## src/design/rotary_encoder_button_qualifier_unit_defines.svh

```systemverilog
// assertion macros for the rotary encoder and button qualifier
// included by the top level; no other dependencies
`ifndef ROTARY_ENCODER_BUTTON_QUALIFIER_UNIT_DEFINES_SVH
`define ROTARY_ENCODER_BUTTON_QUALIFIER_UNIT_DEFINES_SVH
`ifndef SYNTH
// checked outside reset
`define REBQ_ASSERT(lbl, prop, msg) \
	lbl: assert property (@(posedge clk) disable iff (!arst_n) prop) else $error(msg);
// checked at every edge, reset included
`define REBQ_ASSERT_ALWAYS(lbl, prop, msg) \
	lbl: assert property (@(posedge clk) prop) else $error(msg);
`else
`define REBQ_ASSERT(lbl, prop, msg)
`define REBQ_ASSERT_ALWAYS(lbl, prop, msg)
`endif
`endif

```

## src/design/rebq_pkg.sv

```systemverilog
// shared types, constants and helpers for the encoder and button qualifier
// no dependencies
`default_nettype none
package rebq_pkg;

	localparam int RUN_W = 4;
	localparam logic [RUN_W-1:0] RUN_MAX = 4'd15;
	localparam int CFG_IDX_W = 1;
	localparam int CFG_DATA_W = 4;

	localparam logic [CFG_IDX_W-1:0] CFG_PRESS = 1'b0;
	localparam logic [CFG_IDX_W-1:0] CFG_RELEASE = 1'b1;

	localparam logic [CFG_DATA_W-1:0] PRESS_RST = 4'd2;
	localparam logic [CFG_DATA_W-1:0] RELEASE_RST = 4'd4;

	typedef enum logic [1:0] {
		MODE_IDLE = 2'd0,
		MODE_CW   = 2'd1,
		MODE_CCW  = 2'd2,
		MODE_BTN  = 2'd3
	} mode_t;

	typedef struct packed {
		logic cw_low;
		logic ccw_low;
		logic btn_low;
	} in_beat_t;

	typedef struct packed {
		logic ccw_step;
		logic cw_step;
		logic btn_press;
	} out_beat_t;

	// zero threshold behaves as one
	function automatic logic [RUN_W-1:0] thr_eff(input logic [CFG_DATA_W-1:0] r);
		return (r == '0) ? RUN_W'(1) : RUN_W'(r);
	endfunction

	// saturating run counter step, cleared when the line is not active
	function automatic logic [RUN_W-1:0] bump(input logic [RUN_W-1:0] run, input logic act);
		logic [RUN_W-1:0] nxt;
		nxt = '0;
		if (act) begin
			nxt = (run == RUN_MAX) ? RUN_MAX : run + RUN_W'(1);
		end
		return nxt;
	endfunction

endpackage
`default_nettype wire

```

## src/design/rotary_encoder_button_qualifier_unit.sv

```systemverilog
// top level of the rotary encoder and push-button qualifier
// depends on rebq_pkg, rebq_core, rebq_out_reg and the assertion macro header
//
// Each input beat is one sample of the three active-low lines (clockwise pin,
// counter-clockwise pin, button); each beat yields exactly one output beat that
// flags at most one recognized event. In idle, per-line run counters count
// consecutive low samples; once one reaches press_samples the event is reported
// (counter-clockwise wins over clockwise, clockwise over button), the counters
// clear and the block holds until release_samples consecutive released samples
// are seen. A threshold of 0 acts as 1. The block takes one beat per clock:
// the state update is a single pass of logic on the accepted sample and the
// result lands in one output register, offered next cycle; input ready drops
// only while it is full and the consumer stalls. The user must write registers
// via cfg_we/cfg_idx/cfg_wdata with no beat in flight; the block does not check.
`default_nettype none
`include "rotary_encoder_button_qualifier_unit_defines.svh"
module rotary_encoder_button_qualifier_unit (
	input  wire                            clk,
	input  wire                            arst_n,
	input  wire                            in_valid,
	output wire                            in_ready,
	input  rebq_pkg::in_beat_t             in_data,
	output wire                            out_valid,
	input  wire                            out_ready,
	output rebq_pkg::out_beat_t            out_data,
	input  wire                            cfg_we,
	input  wire [rebq_pkg::CFG_IDX_W-1:0]  cfg_idx,
	input  wire [rebq_pkg::CFG_DATA_W-1:0] cfg_wdata
);
	import rebq_pkg::*;

	logic [CFG_DATA_W-1:0] press_q, release_q;
	logic                  in_accept;
	out_beat_t             evt;
	mode_t                 mode;

	// config registers
	always_ff @(posedge clk or negedge arst_n) begin
		if (!arst_n) begin
			press_q   <= PRESS_RST;
			release_q <= RELEASE_RST;
		end else if (cfg_we) begin
			case (cfg_idx)
				CFG_PRESS:   press_q   <= cfg_wdata;
				CFG_RELEASE: release_q <= cfg_wdata;
				default: ;
			endcase
		end
	end

	// a sample beat is taken when the result register can hold its answer
	assign in_accept = in_valid && in_ready;

	rebq_core u_core (
		.clk         (clk),
		.arst_n      (arst_n),
		.step_en     (in_accept),
		.smp         (in_data),
		.press_cfg   (press_q),
		.release_cfg (release_q),
		.evt         (evt),
		.mode        (mode)
	);

	rebq_out_reg u_out (
		.clk       (clk),
		.arst_n    (arst_n),
		.load      (in_accept),
		.d         (evt),
		.can_load  (in_ready),
		.out_valid (out_valid),
		.out_ready (out_ready),
		.out_data  (out_data)
	);

	// never more than one event per result beat
	`REBQ_ASSERT(a_one_event, out_valid |-> $onehot0(out_data), "more than one event flagged")
	// a sample taken in a held mode reports nothing
	`REBQ_ASSERT(a_held_quiet, (in_accept && mode != MODE_IDLE) |=> (out_data == '0), "event while held")
	// a reported event always moves the block into a held mode
	`REBQ_ASSERT(a_event_holds, (in_accept && evt != '0) |=> (mode != MODE_IDLE), "event without hold")
	// nothing is offered while in reset
	`REBQ_ASSERT_ALWAYS(a_rst_empty, !arst_n |-> !out_valid, "output valid during reset")

endmodule
`default_nettype wire

```

## src/design/rebq_core.sv

```systemverilog
// run counters and mode state machine of the qualifier
// depends on rebq_pkg
`default_nettype none
module rebq_core (
	input  wire                            clk,
	input  wire                            arst_n,
	input  wire                            step_en,
	input  rebq_pkg::in_beat_t             smp,
	input  wire [rebq_pkg::CFG_DATA_W-1:0] press_cfg,
	input  wire [rebq_pkg::CFG_DATA_W-1:0] release_cfg,
	output rebq_pkg::out_beat_t            evt,
	output rebq_pkg::mode_t                mode
);
	import rebq_pkg::*;

	mode_t mode_q, mode_d;
	logic [RUN_W-1:0] cw_run_q, ccw_run_q, btn_run_q, rel_run_q;
	logic [RUN_W-1:0] cw_run_d, ccw_run_d, btn_run_d, rel_run_d;
	logic [RUN_W-1:0] press_thr, release_thr;
	logic released;

	assign press_thr   = thr_eff(press_cfg);
	assign release_thr = thr_eff(release_cfg);
	assign mode        = mode_q;

	always_ff @(posedge clk or negedge arst_n) begin
		if (!arst_n) begin
			mode_q    <= MODE_IDLE;
			cw_run_q  <= '0;
			ccw_run_q <= '0;
			btn_run_q <= '0;
			rel_run_q <= '0;
		end else if (step_en) begin
			mode_q    <= mode_d;
			cw_run_q  <= cw_run_d;
			ccw_run_q <= ccw_run_d;
			btn_run_q <= btn_run_d;
			rel_run_q <= rel_run_d;
		end
	end

	always_comb begin
		mode_d    = mode_q;
		cw_run_d  = cw_run_q;
		ccw_run_d = ccw_run_q;
		btn_run_d = btn_run_q;
		rel_run_d = rel_run_q;
		evt       = '0;
		released  = 1'b0;
		case (mode_q)
			MODE_IDLE: begin
				cw_run_d  = bump(cw_run_q, smp.cw_low);
				ccw_run_d = bump(ccw_run_q, smp.ccw_low);
				btn_run_d = bump(btn_run_q, smp.btn_low);
				if (ccw_run_d >= press_thr) begin
					mode_d = MODE_CCW;
					evt.ccw_step = 1'b1;
				end else if (cw_run_d >= press_thr) begin
					mode_d = MODE_CW;
					evt.cw_step = 1'b1;
				end else if (btn_run_d >= press_thr) begin
					mode_d = MODE_BTN;
					evt.btn_press = 1'b1;
				end
				if (mode_d != MODE_IDLE) begin
					cw_run_d  = '0;
					ccw_run_d = '0;
					btn_run_d = '0;
				end
			end
			MODE_CW, MODE_CCW, MODE_BTN: begin
				released  = (mode_q == MODE_BTN) ? !smp.btn_low
				                                 : (!smp.cw_low && !smp.ccw_low);
				rel_run_d = bump(rel_run_q, released);
				if (rel_run_d >= release_thr) begin
					mode_d    = MODE_IDLE;
					rel_run_d = '0;
				end
			end
			default: begin
				mode_d = MODE_IDLE;
			end
		endcase
	end

endmodule
`default_nettype wire

```

## src/design/rebq_out_reg.sv

```systemverilog
// result register with valid/ready handshake toward the consumer
// depends on rebq_pkg
`default_nettype none
module rebq_out_reg (
	input  wire                 clk,
	input  wire                 arst_n,
	input  wire                 load,
	input  rebq_pkg::out_beat_t d,
	output wire                 can_load,
	output wire                 out_valid,
	input  wire                 out_ready,
	output rebq_pkg::out_beat_t out_data
);
	import rebq_pkg::*;

	logic      valid_s1;
	out_beat_t res_s1;

	// free slot, or the held beat leaves this cycle
	assign can_load  = !valid_s1 || out_ready;
	assign out_valid = valid_s1;
	assign out_data  = res_s1;

	always_ff @(posedge clk or negedge arst_n) begin
		if (!arst_n) begin
			valid_s1 <= 1'b0;
		end else if (load) begin
			valid_s1 <= 1'b1;
		end else if (out_ready) begin
			valid_s1 <= 1'b0;
		end
	end

	always_ff @(posedge clk) begin
		if (load) begin
			res_s1 <= d;
		end
	end

endmodule
`default_nettype wire

```

## config.mk

```make
export PLATFORM = sky130hd
export DESIGN_NAME = rotary_encoder_button_qualifier_unit
export DESIGN_NICKNAME = d
export VERILOG_FILES = /design/src/design/rebq_pkg.sv /design/src/design/rotary_encoder_button_qualifier_unit.sv /design/src/design/rebq_core.sv /design/src/design/rebq_out_reg.sv
export VERILOG_INCLUDE_DIRS = /design/src /design/src/design
export SDC_FILE = /design/constraint.sdc
export NUM_CORES = 1
export LEC_CHECK = 0
export CORE_ASPECT_RATIO = 1.2
export CORE_MARGIN = 2
export CORE_UTILIZATION = 63
export DETAILED_ROUTE_END_ITERATION = 6
export DONT_BUFFER_PORTS = 1
export PLACE_DENSITY_LB_ADDON = 0.12
export SLEW_MARGIN = 25
export SYNTH_ARGS = -nofsm -noshare
export SYNTH_HDL_FRONTEND = slang
export SYNTH_SLANG_ARGS = --single-unit
```

## constraint.sdc

```tcl
create_clock -name clk -period 3.3 [get_ports clk]
set_input_delay 0.66 -clock clk [delete_from_list [all_inputs] [get_ports clk]]
set_output_delay 0.66 -clock clk [all_outputs]
set_load 0.005 [all_outputs]
```

Word-level counts from Yosys, hierarchy flattened
Cells that the tools add are included.
Cells by class
  add/sub/neg operators: 4
  magnitude comparators: 4
  equality and inequality tests: 8
  mux-type cells: 30
  bitwise operators: 2
  reduce and logical (&&, ||, !) cells: 20
Operators by type and width (number)
  $mux 4: 18
  $add 4x1->4 const B: 4
  $eq 4x4->1 const B: 4
  $ge 4x4->1: 4
  $mux 2: 5
  $reduce_and 2->1: 5
  $logic_not 4->1: 2
  $mux 1: 6
  $reduce_or 3->1: 2
  $eq 2x2->1 const B: 2
  $logic_not 1->1: 4
  $pmux 2 s2: 1
  $reduce_bool 2->1: 2
  $eq 2x1->1 const B: 1
  $logic_and 1x1->1: 2
  $logic_not 2->1: 1
  $ne 2x1->1 const B: 1
  $not 1->1: 2
  $reduce_or 2->1: 1
  $logic_or 1x1->1: 1
Storage, ports and cells
  flip-flop bits (word level): 30
  input bits: 13
  output and inout bits: 5
  logic and storage cells: 79

Logic depth before layout (Yosys ltp)
Gate-level depths: netlist of run 1.
  depth in word-level cells: 11
  mapped depth: 10

Modules after synthesis
From an unflattened synthesis of run 1, not the netlist that was laid out.
Unflattened totals
  cell total of the unflattened synthesis: 197
  area, all modules: 1969.4 µm²
Modules (own cells, without submodules)
  rebq_core: instances 1, cells an instance 171, area an instance 1483.9 µm², seq. area each 450.4 µm²
  rotary_encoder_button_qualifier_unit: instances 1, cells an instance 20, area an instance 347.8 µm², seq. area each 202.7 µm²
  rebq_out_reg: instances 1, cells an instance 6, area an instance 137.6 µm², seq. area each 115.1 µm²

Worst setup path before layout of run 1
Ideal clock, no wire load.
  path type: register to register
  start point: reg u_core.btn_run_q[0]
  end point: reg u_core.btn_run_q[0]
  setup time: 0.090 ns
  data arrival time: 2.395 ns
  required time: 3.210 ns
  slack: 0.815 ns
  stages on the path, launching flop included: 11
  path buffers: 1
  path through: dfrtp_1 > ha_1 > and3_1 > o21ai_1 > ha_1 > nand2b_1 > a211o_1 > a21oi_4 > nand4_4 > buf_6 > o31ai_4
On the way
  word-level cells in the longest chain between the ends: 11
  elaborated cells on any way between the ends: 12
  those cells by class: add/sub (1); order compare (1); eq/ne (1); mux (8); reduce/logical (1)
RTL lines
  start: declaration: line rebq_core.sv:17  | logic [RUN_W-1:0] cw_run_q, ccw_run_q, btn_run_q, rel_run_q;
  start signal: assignment: line rebq_core.sv:37  | btn_run_q <= btn_run_d;
  $add 4x1->4 or $eq 4x4->1 (tied branches): line rebq_pkg.sv:46  | nxt = (run == RUN_MAX) ? RUN_MAX : run + RUN_W'(1);
  $mux 4 *: line rebq_pkg.sv:46
  $mux 4 *: line rebq_pkg.sv:45  | if (act) begin
  $mux 4 *: line rebq_core.sv:50  | case (mode_q)
  $ge 4x4->1: line rebq_core.sv:61  | end else if (btn_run_d >= press_thr) begin
  $mux 2: line rebq_core.sv:61
  $mux 2: line rebq_core.sv:58  | end else if (cw_run_d >= press_thr) begin
  $mux 2: line rebq_core.sv:55  | if (ccw_run_d >= press_thr) begin
  $mux 2: line rebq_core.sv:50
  $reduce_bool 2->1: line rebq_core.sv:65  | if (mode_d != MODE_IDLE) begin
  $mux 4 *: line rebq_core.sv:65
Every way passes the cells marked *; elsewhere a longest branch is shown, timed or not. The select of a mux whose other input is x is not followed.
A chain may end at the register's enable or synchronous reset.

Worst setup path after layout of run 1
  start point: reg u_core.btn_run_q[0]
  end point: reg u_core.ccw_run_q[0]
On the way
  word-level cells in the longest chain between the ends: 11
  elaborated cells on any way between the ends: 12
  those cells by class: add/sub (1); order compare (1); eq/ne (1); mux (8); reduce/logical (1)
RTL lines
  $add 4x1->4 or $eq 4x4->1 (tied branches): line rebq_pkg.sv:46
  $mux 4 *: line rebq_pkg.sv:46
  $mux 4 *: line rebq_pkg.sv:45
  $mux 4 *: line rebq_core.sv:50
  $ge 4x4->1 *: line rebq_core.sv:61
  $mux 2 *: line rebq_core.sv:61
  $mux 2 *: line rebq_core.sv:58
  $mux 2 *: line rebq_core.sv:55
  $mux 2 *: line rebq_core.sv:50
  $reduce_bool 2->1 *: line rebq_core.sv:65
  $mux 4 *: line rebq_core.sv:65
  end signal: assignment: line rebq_core.sv:36  | ccw_run_q <= ccw_run_d;
  end: declaration: line rebq_core.sv:17
Marks and branches as above.

==> impl_summary.md, run 1 <==
Logic synthesis
The count of state elements after synthesis is 30. For this run, the number of Yosys warnings is 0. Dividing the synthesized area by the synthesized cell count gives ~9.8 µm². Yosys mapped the design onto 41 distinct sky130hd cell types. The register area share after synthesis is 0.3997. The net count after synthesis is roughly 230. The synthesized netlist occupies a cell area of 0.001922 mm². The gate count of the mapped netlist is between 150 and 200.

Floorplan
The overall die area is 0.003510 mm². The top-level port count is 18. The x dimension of the die is 54.42 µm.

From bottom edge to top edge, the die measures between 60 and 70 µm. For this configuration, the core starts out at a cell density of 0.6772. The core footprint is roughly 0.0028 mm². The number of placement rows is 21.

Finish
Summing all multi-input logic gate instances after layout gives around 0.0011 mm². The number of antenna diodes in the final layout is 0. The net count of the finished layout is between 200 and 250.

The area growth from synthesis to layout is 4.688%. The final cell utilization of the core is 0.7090. In the final layout, the share of cells above drive strength 1 is 0.1343.

The layout has between 200 and 250 filler cells. The storage element area is between 700 and 800 µm².

Power and ir drop
The design draws between 1000 and 1500 µW. The peak supply drop is around 0.36 mV. The fraction of power consumed by the clock network is 0.179. For this design the ratio of total power to cell area is about 600 mW/mm². The register share of total power is 0.426. The share of total power dissipated in combinational logic is 0.395. The standby leakage power is 0.0009005 µW.

The net switching power is 497.1 µW. The switching power share of the total is 0.4088. Internal power comes to a little over 700 µW.

STA
Setup repair after global routing left no endpoint under its margin. The worst clock skew on the final layout is around 17 ps. The max-slew violation count is 0. After layout, the worst setup slack is roughly 480 ps.

Timing would allow up to ~0.35 GHz. Dividing the final minimum period by the clock period gives 0.8546. Summed over all failing endpoints, the final setup total negative slack is 0 ps. The final-report setup violation count is 0.

The final hold violation count is 0. The tightest slew margin relative to the limit is 0.6195. At the pin with the least slew margin, the transition time is approximately 570 ps. The minimum clock period is between 2000 and 3000 ps.

Run
The number of max-cap violations is 0.

GRT
The via count of the first global-routing pass is ~1600. Entering global routing, the biggest net connects 26 pins. Across every metal layer, demand over resource in global routing totals 0.2760. Summed over all layers, the global routing overflow is 0. The initial antenna violation count was 0. The first global-routing pass estimated around 7000 µm of wire.

Clock network
The CTS sink count is 30. The cell chosen for the clock root is sky130_fd_sc_hd__clkbuf_4. The maximum buffer depth of the clock tree is 2. The number of buffers inserted during clock tree synthesis is 5. In this run the number of H-tree levels came out at 2. The clock slew seen by the registers of the worst setup and hold paths is 110 ps. TritonCTS built the clock tree. The worst-skew pair later-pin latency is roughly 350 ps.

Drt
The final wirelength is around 4000 µm. The total via count after detailed routing is around 1500. The detail route stage leaves a number of antenna-violating nets equal to 0. In the final routed layout, each cell accounts on average for 16.94 µm. In the routed design, unresolved DRC markers number 0. Dividing the detail-routed via count by the number of cells gives 6.332. The pre-antenna-repair detailed-routing pass consisted of 4 iterations. The first routing iteration left 51 violations.

Critical path
The worst setup path is of the flop to flop kind. The element type at the critical path start is a flop. At the worst endpoint, the required time is ~3600 ps. The arrival time reported for the critical path endpoint is 3070 ps. The worst setup path is captured at a flop. The peak fanout along the critical path is 12.

Place
During placement, the flow inserted port buffers numbering 0. The global placement routability congestion is slightly above 0.8. The pre-CTS setup slack is 499.0 ps.

After legalization and detailed placement, the total HPWL measured slightly below 3000 µm.

Worst hold path
The min-delay analysis places its worst path in the category input pin to asynchronous set/reset pin.

Outcome
The flow ran to the end, and the final reports show no timing, DRC or antenna violations.
cells in the final DEF (no fill, tap or decap), types with 4 or more instances in the layout:
cell	count
sky130_fd_sc_hd__o21ai_2	6
sky130_fd_sc_hd__nor2_1	9
sky130_fd_sc_hd__and3_1	4
sky130_fd_sc_hd__a31oi_1	5
sky130_fd_sc_hd__a22o_1	4
sky130_fd_sc_hd__nor3_1	6
sky130_fd_sc_hd__nand2b_1	5
sky130_fd_sc_hd__inv_1	17
sky130_fd_sc_hd__ha_1	20
sky130_fd_sc_hd__nand2_1	29
sky130_fd_sc_hd__o21ai_1	11
sky130_fd_sc_hd__dfrtp_1	25
sky130_fd_sc_hd__clkbuf_4	5
sky130_fd_sc_hd__mux2_1	5
sky130_fd_sc_hd__nand3_1	5
state kept, by name, indices dropped and copies added (netlist names):
signal	flops
press_q	4
release_q	4
u_core.btn_run_q	4
u_core.ccw_run_q	4
u_core.cw_run_q	4
u_core.mode	2
u_core.rel_run_q	4
u_out.out_data	3
u_out.out_valid	1
routing by layer:
metal  wire, µm  global-route usage
met5          0                   0
met4         80              0.1125
met3        207             0.07604
met2       1981              0.4563
met1       1710              0.3273
what timing repair did:
| item | in CTS | in global routing |
|---|---|---|
| gates resized for setup | 0 | 0 |
| hold buffers | 1 | 0 |
| buffers inserted | 0 | 0 |
| hold endpoints to repair | 25 | 0 |
through the flow:
| stage | hold WS (ps) | instances | instance area (µm²) |
|---|---|---|---|
| 2_1_floorplan | 364.4 | 196 | 1922 |
| 3_3_place_gp | 364.9 | 226 | 1941 |
| 3_5_place_dp | 365.0 | 226 | 1941 |
| 4_1_cts | 109.1 | 235 | 2012 |
| 5_1_grt | 97.70 | 235 | 2012 |
| 6_report | 104.6 | 235 | 2012 |
cells in the mapped netlist:
cell / number / area (µm²)
sky130_fd_sc_hd__clkbuf_1: 2 / 7.510
sky130_fd_sc_hd__a21boi_1: 1 / 7.510
sky130_fd_sc_hd__a211oi_1: 3 / 22.52
sky130_fd_sc_hd__a21oi_4: 2 / 32.53
sky130_fd_sc_hd__o21a_1: 3 / 22.52
sky130_fd_sc_hd__a22o_1: 4 / 35.03
sky130_fd_sc_hd__a31o_2: 2 / 17.52
sky130_fd_sc_hd__nand3b_1: 1 / 7.510
sky130_fd_sc_hd__o22ai_2: 3 / 37.54
sky130_fd_sc_hd__nand2b_1: 5 / 31.28
sky130_fd_sc_hd__a32o_1: 2 / 20.02
sky130_fd_sc_hd__a22oi_1: 1 / 7.510
sky130_fd_sc_hd__nand2_1: 29 / 108.9
sky130_fd_sc_hd__nor2_1: 9 / 33.78
sky130_fd_sc_hd__a31oi_1: 5 / 31.28
sky130_fd_sc_hd__ha_1: 20 / 250.2
sky130_fd_sc_hd__o21ai_0: 2 / 10.01
sky130_fd_sc_hd__buf_2: 1 / 5.000
sky130_fd_sc_hd__dfstp_2: 2 / 52.55
sky130_fd_sc_hd__a21o_1: 1 / 7.510
sky130_fd_sc_hd__o21ai_1: 11 / 55.05
sky130_fd_sc_hd__dfrtp_1: 25 / 625.6
sky130_fd_sc_hd__a211o_1: 2 / 17.52
sky130_fd_sc_hd__o211a_1: 1 / 10.01
sky130_fd_sc_hd__nand3_1: 5 / 25.02
sky130_fd_sc_hd__a21oi_1: 3 / 15.01
sky130_fd_sc_hd__and3_1: 4 / 25.02
sky130_fd_sc_hd__o31ai_1: 2 / 15.01
sky130_fd_sc_hd__nor2b_1: 1 / 6.260
sky130_fd_sc_hd__edfxtp_1: 3 / 90.09
sky130_fd_sc_hd__and2_1: 1 / 6.260
sky130_fd_sc_hd__o31ai_4: 1 / 21.27
sky130_fd_sc_hd__nor3b_1: 1 / 7.510
sky130_fd_sc_hd__nor2_2: 1 / 6.260
sky130_fd_sc_hd__mux2_1: 5 / 56.30
sky130_fd_sc_hd__buf_6: 1 / 11.26
sky130_fd_sc_hd__nor3b_2: 1 / 12.51
sky130_fd_sc_hd__o21ai_2: 6 / 52.55
sky130_fd_sc_hd__nor3_1: 6 / 30.03
sky130_fd_sc_hd__inv_1: 17 / 63.81
sky130_fd_sc_hd__nand4_4: 1 / 21.27
power by group through the flow:
| stage | clock network [µW] | logic, µW | registers, µW |
|---|---|---|---|
| finish | 218 | 480 | 518 |
| global route | 236 | 544 | 530 |
| CTS | 220 | 481 | 516 |
| detailed placement | 0 | 470 | 523 |
| global placement | 0 | 436 | 515 |
| floorplan | 0 | 402 | 507 |
path summary, 6_finish.rpt:
kind / start / to / slack (ps) / cells after the start
min: arst_n / u_out.out_valid$_DFFE_PN0P_ / 100 / 1
max in group asynchronous: arst_n / u_core.btn_run_q[1]$_DFFE_PN0P_ / 3020 / 1
max: u_core.btn_run_q[0]$_DFFE_PN0P_ / u_core.ccw_run_q[0]$_DFFE_PN0P_ / 480 / 9
min reg2reg: release_q[3]$_DFFE_PN0P_ / release_q[3]$_DFFE_PN0P_ / 510 / 1
max reg2reg: u_core.btn_run_q[0]$_DFFE_PN0P_ / u_core.ccw_run_q[0]$_DFFE_PN0P_ / 480 / 9
min in group clk: cfg_wdata[1] / press_q[1]$_DFFE_PN1P_ / 420 / 2
logic make-up after synthesis:
group / share of synthesized area
flip-flops: 0.3997
AND/OR/NAND/NOR: 0.1673
AO/OA/AOI/OAI: 0.2279
adder cells (fa/ha/maj): 0.1302
buffers and inverters: 0.04557
multiplexers: 0.02929
area by class of cell:
cell class | instances | area share
Multi-Input combinational cell | 145 | 0.5298
Sequential cell | 30 | 0.3818
Inverter | 17 | 0.03172
Tap cell | 34 | 0.02114
Clock buffer | 6 | 0.02052
Timing Repair Buffer | 1 | 0.009950
Clock inverter | 2 | 0.004975
critical path, stage by stage, from the launching register on:
cell and delay, ps:
sky130_fd_sc_hd__dfrtp_1 440, sky130_fd_sc_hd__ha_1 260, sky130_fd_sc_hd__and3_1 200, sky130_fd_sc_hd__o21ai_1 260, sky130_fd_sc_hd__ha_1 290, sky130_fd_sc_hd__nand2b_1 130
sky130_fd_sc_hd__a211o_1 330, sky130_fd_sc_hd__a21oi_4 220, sky130_fd_sc_hd__nand4_4 300, sky130_fd_sc_hd__o31ai_1 290
Power figures use the tool's default switching activity.
==> run 2: changes to the inputs <==
--- a/config.mk
+++ b/config.mk
@@ -6,12 +6,13 @@
 export SDC_FILE = /design/constraint.sdc
 export NUM_CORES = 1
 export LEC_CHECK = 0
-export CORE_ASPECT_RATIO = 1.2
+export CORE_ASPECT_RATIO = 1.5
 export CORE_MARGIN = 2
-export CORE_UTILIZATION = 63
+export CORE_UTILIZATION = 66
+export CTS_BUF_LIST = sky130_fd_sc_hd__clkbuf_8
 export DETAILED_ROUTE_END_ITERATION = 6
 export DONT_BUFFER_PORTS = 1
-export PLACE_DENSITY_LB_ADDON = 0.12
+export PLACE_DENSITY = 0.94
 export SLEW_MARGIN = 25
 export SYNTH_ARGS = -nofsm -noshare
 export SYNTH_HDL_FRONTEND = slang
==> impl_summary.md, run 2 (synthesis gave the netlist of run 1 again) <==
Outcome
The flow ran to the end, and the final reports show no timing, DRC or antenna violations.

Critical path
The type of the setup path with the least slack is flop to flop. STA classifies the critical path endpoint as a flop. The peak fanout along the critical path is 12. The element type at the critical path start is a flop. The number of cell instances on the worst register-to-register path is 9. The data required time of the worst path is about 3500 ps.

At the worst endpoint, the arrival time is 3080 ps.

STA
The minimum clock period is between 2000 and 3000 ps. The tightest slew margin relative to the limit is 0.6254. Setup violations remaining at the end of the flow were counted as 0. The worst-margin pin slew is about 560 ps. The final hold violation count is 0.

Setup repair after global routing left no endpoint under its margin. The maximum achievable frequency is about 0.34 GHz. The max-slew violation count is 0.

In the finished design, the share of the clock period the worst path needs comes to 0.8806. The setup total negative slack is 0 ps. In the post-route analysis, the smallest setup slack over all paths is 394.0 ps. The clock arrives with between 6 and 7 ps of skew.

Floorplan
The number of placement rows is 24. From bottom edge to top edge, the die measures approximately 70 µm. In this run the standard cell core region covers between 0.002 and 0.003 mm². The starting density of the core is 0.6737. In this run the count of I/O pins placed on the die edge is 18. The die is roughly 48 µm wide. The floorplan step defined a die boundary enclosing between 0.003 and 0.004 mm².

Clock network
CTS built an H-tree with a depth of 2. The CTS sink count is 30. The post-cts hold buffer count is 0. The cell chosen for the clock root is sky130_fd_sc_hd__clkbuf_8. The CTS tree is built. The clock slew seen by the registers of the worst setup and hold paths is 60 ps.

The number of buffers inserted during clock tree synthesis is 5. The post-cts resize count is 0. The count of buffers added by post-CTS timing repair for setup is 0. The worst-skew pair later-pin latency is about 280 ps. No sink is reached through more buffers than the 2 on the longest clock path.

Power and ir drop
For this design the static power due to leakage is slightly above 0.0009 µW. The peak supply drop is 0.3650 mV. Power spread over the standard cell area amounts to 627.4 mW/mm².

Drt
After detailed routing, the average wire length per cell comes to around 17 µm. The count of unresolved DRC violations after routing is 0. The final wirelength is 4063 µm. The number of routed nets with antenna violations is 0. Summing over every cut layer, the via total after detailed routing is roughly 1500.

The first-pass detailed-route iteration total is 4. The detailed router's first-iteration violation count is 47. Using the TritonRoute via totals, the vias-per-cell ratio works out to ~6.4.

Place
The pre-CTS setup slack is roughly 480 ps. At the end of routability-driven placement, the weighted congestion stood at ~0.82. The final HPWL from detailed placement is between 3000 and 4000 µm. The number of I/O port buffers is 0.

Once placement completed, the tool counted placed cells totaling around 230.

Finish
The filler cells instantiated in the layout total between 150 and 200. Compared with the post-synthesis result, the final layout area differs by 5.534%. In the final layout, the share of cells above drive strength 1 is 0.1250.

The commonest non-fill, non-tap cell in the layout is sky130_fd_sc_hd__nand2_1. For this run, the post-layout net count is around 230. The repair_antennas step left the layout with diodes totalling 0. The library cells used most frequently in the layout, excluding fill and tap cells, are sky130_fd_sc_hd__nand2_1 (29), sky130_fd_sc_hd__dfrtp_1 (25), sky130_fd_sc_hd__ha_1 (20). The final cell utilization of the core is 0.7110. The number of cells in the finished layout apart from fillers is about 240.

Worst hold path
The path type of the worst min-delay path is input pin to asynchronous set/reset pin.

Run
The number of max-cap violations is 0.

GRT
The via count of the first global-routing pass is about 1600. The pin count of the biggest net entering global routing is 28. The first global-routing pass estimated 6762 µm of wire. The global-route usage over all layers is 0.2814.

After global routing the overflow that remains totals 0. The initial antenna violation count was 0.
-- run 2: cell count changes in the layout (fill, tap and decap cells not counted), sizes merged --
cell	before	now
buf	1	0
clkbuf	6	5
inv	17	18
-- run 2: worst paths after layout --
check	slack, ps	start	endpoint
hold reg to reg	490	press_q[0]$_DFFE_PN0P_	press_q[0]$_DFFE_PN0P_
setup reg to reg	390	u_core.btn_run_q[0]$_DFFE_PN0P_	u_core.ccw_run_q[0]$_DFFE_PN0P_
max in group asynchronous	3050	arst_n	press_q[1]$_DFFE_PN1P_
hold / removal	70	arst_n	u_core.btn_run_q[0]$_DFFE_PN0P_
min in group clk	480	in_valid	u_out.out_valid$_DFFE_PN0P_
setup / recovery	390	u_core.btn_run_q[0]$_DFFE_PN0P_	u_core.ccw_run_q[0]$_DFFE_PN0P_
-- run 2: metal layers --
metal	wire length (µm)	global-route usage	share of wire	vias to the layer above
li1	-	-	-	714
met1	1478	0.3027	0.36	745
met2	2257	0.4652	0.56	47
met3	189	0.08269	0.047	14
met4	138	0.1441	0.034	0
met5	0	0	0	-
-- run 2: metrics by stage --
| step | hold slack (ps) | instance area (µm²) | total power, µW |
|---|---|---|---|
| after floorplan | 364.4 | 1922 | 908.9 |
| after global placement | 365.0 | 1947 | 952.7 |
| after detailed placement | 365.4 | 1947 | 995.6 |
| after CTS | 58.35 | 2028 | 1276 |
| after global routing | 51.87 | 2028 | 1360 |
| final | 68.45 | 2028 | 1273 |
-- run 2: power by group --
group / total (µW) / internal [µW] / switching [µW] / leakage [µW]
clock network: 273 / 141 / 132 / 0.0000468
registers: 521 / 447 / 73.9 / 0.000378
logic: 478 / 191 / 288 / 0.000481
total: 1270 / 779 / 493 / 0.000906
-- run 2: layout make-up --
| type | count | area, µm² | area share |
|---|---|---|---|
| Multi-Input combinational cell | 145 | 1066 | 0.5256 |
| Sequential cell | 30 | 768.2 | 0.3788 |
| Clock buffer | 5 | 68.82 | 0.03393 |
| Inverter | 17 | 63.81 | 0.03146 |
| Tap cell | 39 | 48.80 | 0.02406 |
| Clock inverter | 3 | 12.51 | 0.006169 |
-- run 2: worst max-delay path: stages, from the launching register on --
cell	delay [ps]
sky130_fd_sc_hd__dfrtp_1	430
sky130_fd_sc_hd__ha_1	270
sky130_fd_sc_hd__and3_1	220
sky130_fd_sc_hd__o21ai_1	280
sky130_fd_sc_hd__ha_1	300
sky130_fd_sc_hd__nand2b_1	150
sky130_fd_sc_hd__a211o_1	330
sky130_fd_sc_hd__a21oi_4	220
sky130_fd_sc_hd__nand4_4	290
sky130_fd_sc_hd__o31ai_1	320
==> run 3: changes to the inputs <==
--- a/config.mk
+++ b/config.mk
@@ -8,11 +8,11 @@
 export LEC_CHECK = 0
 export CORE_ASPECT_RATIO = 1.5
 export CORE_MARGIN = 2
-export CORE_UTILIZATION = 66
+export CORE_UTILIZATION = 50
 export CTS_BUF_LIST = sky130_fd_sc_hd__clkbuf_8
 export DETAILED_ROUTE_END_ITERATION = 6
 export DONT_BUFFER_PORTS = 1
-export PLACE_DENSITY = 0.94
+export PLACE_DENSITY = 0.77
 export SLEW_MARGIN = 25
 export SYNTH_ARGS = -nofsm -noshare
 export SYNTH_HDL_FRONTEND = slang
==> impl_summary.md, run 3 (synthesis gave the netlist of run 1 again) <==
Floorplan
Measured along the y axis, the die boundary spans ~80 µm. The core footprint is ~0.0037 mm². The die covers around 0.0044 mm². During I/O placement, the number of pins put on the boundary was 18. The number of placement rows is 27. From left edge to right edge, the die measures between 50 and 60 µm. The starting density of the core is 0.5219.

Clock network
The cell sitting at the root of the clock tree is a sky130_fd_sc_hd__clkbuf_8. Gates resized during post-CTS repair numbered 0. The clock net in this run drives a total of 30 sinks. TritonCTS built the clock tree. Clock-pin slew was measured on the worst setup and hold paths at 70 ps.

Clock tree synthesis inserted a total of 5 buffers. The maximum buffer depth of the clock tree is 2. After clock tree synthesis, the flow added hold-fix buffers numbering 0. Clock latency on the worst-skew pair, taken at its later pin, is 290 ps. The number of setup buffers added after CTS is 0. In this run the number of H-tree levels came out at 2.

STA
Setup repair after global routing left no endpoint under its margin. In the final timing run, aggregate negative setup slack is 0 ps. The worst path setup slack after routing is 539.7 ps. For the pin with the worst max-slew slack, the measured transition is ~600 ps. After layout, the minimum clock period comes to between 2000 and 3000 ps. The worst clock skew on the final layout is 5.416 ps. For this run, the top clock speed supported by timing is 0.3623 GHz. The final hold violation count is 0. Setup violations remaining at the end of the flow were counted as 0. The max-slew violation count is 0. Measured against its own limit, the worst slew margin works out to 0.6025.

Dividing the final minimum period by the clock period gives 0.8364.

Place
The pre-CTS setup slack is roughly 570 ps. Once detailed placement completed, the half-perimeter wirelength came to roughly 3000 µm. In this run, placement finished with an instance count of approximately 240. In this run the tool buffered the top-level ports with 0 buffer cells. The global placement routability congestion is approximately 0.87.

Drt
Before antenna repair, the detailed router went through 5 iterations. In the routed design, unresolved DRC markers number 0. Once detail routing completed, the nets flagged for antenna violations numbered 0. After detailed routing, the average wire length per cell comes to 15.87 µm.

The final wirelength is approximately 3900 µm. The ratio of routed vias to standard cells is between 5 and 6. The routed layout has between 1000 and 1500 vias.

The detailed router finished its first iteration with 25 violations.

Critical path
The kind of cell adding the most delay to the critical path is compound AO/OA/AOI/OAI gates. The type of the setup path with the least slack is flop to flop. The worst register-to-register path ends at u_core.ccw_run_q[0]$_DFFE_PN0P_. The library cell appearing most often on the critical path is sky130_fd_sc_hd__ha_1.

The number of cell instances on the worst register-to-register path is 9. The peak fanout along the critical path is 12. The signal on the critical path passes through ha_1, and3_1, o21ai_1, ha_1, nand2b_1, a211o_1, a21oi_4, nand4_4, o31ai_1. The arrival time reported for the critical path endpoint is approximately 3000 ps.

The reg2reg setup slack is approximately 540 ps. The path length in cells of the critical path is 9. The element type at the critical path start is a flop. The count of buffer and inverter cells on the critical path is 0. The endpoint kind of the worst setup timing path is a flop. In this run the worst setup path begins at u_core.btn_run_q[0]$_DFFE_PN0P_. The startpoint identified for the worst register-to-register timing path is u_core.btn_run_q[0]$_DFFE_PN0P_.

The most critical setup path has its endpoint at u_core.ccw_run_q[0]$_DFFE_PN0P_. The largest single stage delay on the critical path is between 400 and 500 ps. The data required time of the worst path is 3490 ps. The cell type of the slowest stage on the worst timing path is sky130_fd_sc_hd__dfrtp_1.

Finish
The commonest non-fill, non-tap cell in the layout is sky130_fd_sc_hd__nand2_1. The number of antenna diodes in the final layout is 0. The area growth from synthesis to layout is 5.794%. The layout net count is around 230.

In the layout the commonest cells are sky130_fd_sc_hd__nand2_1 (29), sky130_fd_sc_hd__dfrtp_1 (25), sky130_fd_sc_hd__ha_1 (20). The number of cells in the finished layout apart from fillers is about 240. In the final layout, the share of cells above drive strength 1 is 0.1250.

GRT
The via count of the first global-routing pass is about 1500. The global-route congestion overflow total is 0. Entering global routing, the biggest net connects 28 pins. The first global-routing pass estimated 6672 µm of wire. The initial antenna violation count is 0.

For this run, the total global-route usage over all layers was measured as 0.2122.

Run
Across the run, the number of max-cap violations was 0.

Power and ir drop
The standby leakage power is 0.0009058 µW. The worst-case IR drop observed on VDD is around 0.34 mV. The areal power density over the cells is 622.4 mW/mm².

Worst hold path
The worst hold path belongs to the class input pin to asynchronous set/reset pin.

Outcome
The flow ran to the end, and the final reports show no timing, DRC or antenna violations.
-- run 3: worst min path at each step --
stage | end | slack, ps
2_1_floorplan | press_q[0]$_DFFE_PN0P_ | 360
3_3_place_gp | press_q[0]$_DFFE_PN0P_ | 370
3_5_place_dp | press_q[0]$_DFFE_PN0P_ | 370
4_1_cts | release_q[0]$_DFFE_PN0P_ | 60
5_1_grt | u_core.rel_run_q[3]$_DFFE_PN0P_ | 60
6_report | u_core.btn_run_q[0]$_DFFE_PN0P_ | 70
-- run 3: per-layer routing --
metal / wire [µm] / global-route usage / part of all wire
met3: 146 / 0.04869 / 0.038
met5: 0 / 0 / 0
met1: 1477 / 0.2296 / 0.38
met4: 119 / 0.1075 / 0.031
met2: 2115 / 0.3655 / 0.55
-- run 3: layout make-up --
cell class                      count  area, µm²
Clock inverter                      3      12.51
Tap cell                           43      53.80
Multi-Input combinational cell    145       1066
Fill cell                         319       1649
Sequential cell                    30      768.2
Inverter                           17      63.81
Clock buffer                        5      68.82
-- run 3: through the flow --
stage            util  total power, µW  area [µm²]  hold WS [ps]
2_1_floorplan       -            908.9        1922         364.4
3_3_place_gp   0.5301            970.7        1952         365.2
3_5_place_dp   0.5301            989.5        1952         365.1
4_1_cts        0.5522             1275        2033         56.20
5_1_grt        0.5522             1357        2033         55.94
6_report       0.5522             1266        2033         65.25
-- run 3: power breakdown --
| group | switching [µW] | internal [µW] |
|---|---|---|
| combinational | 278 | 189 |
| clock | 140 | 142 |
| sequential | 70.8 | 447 |
| total | 488 | 777 |
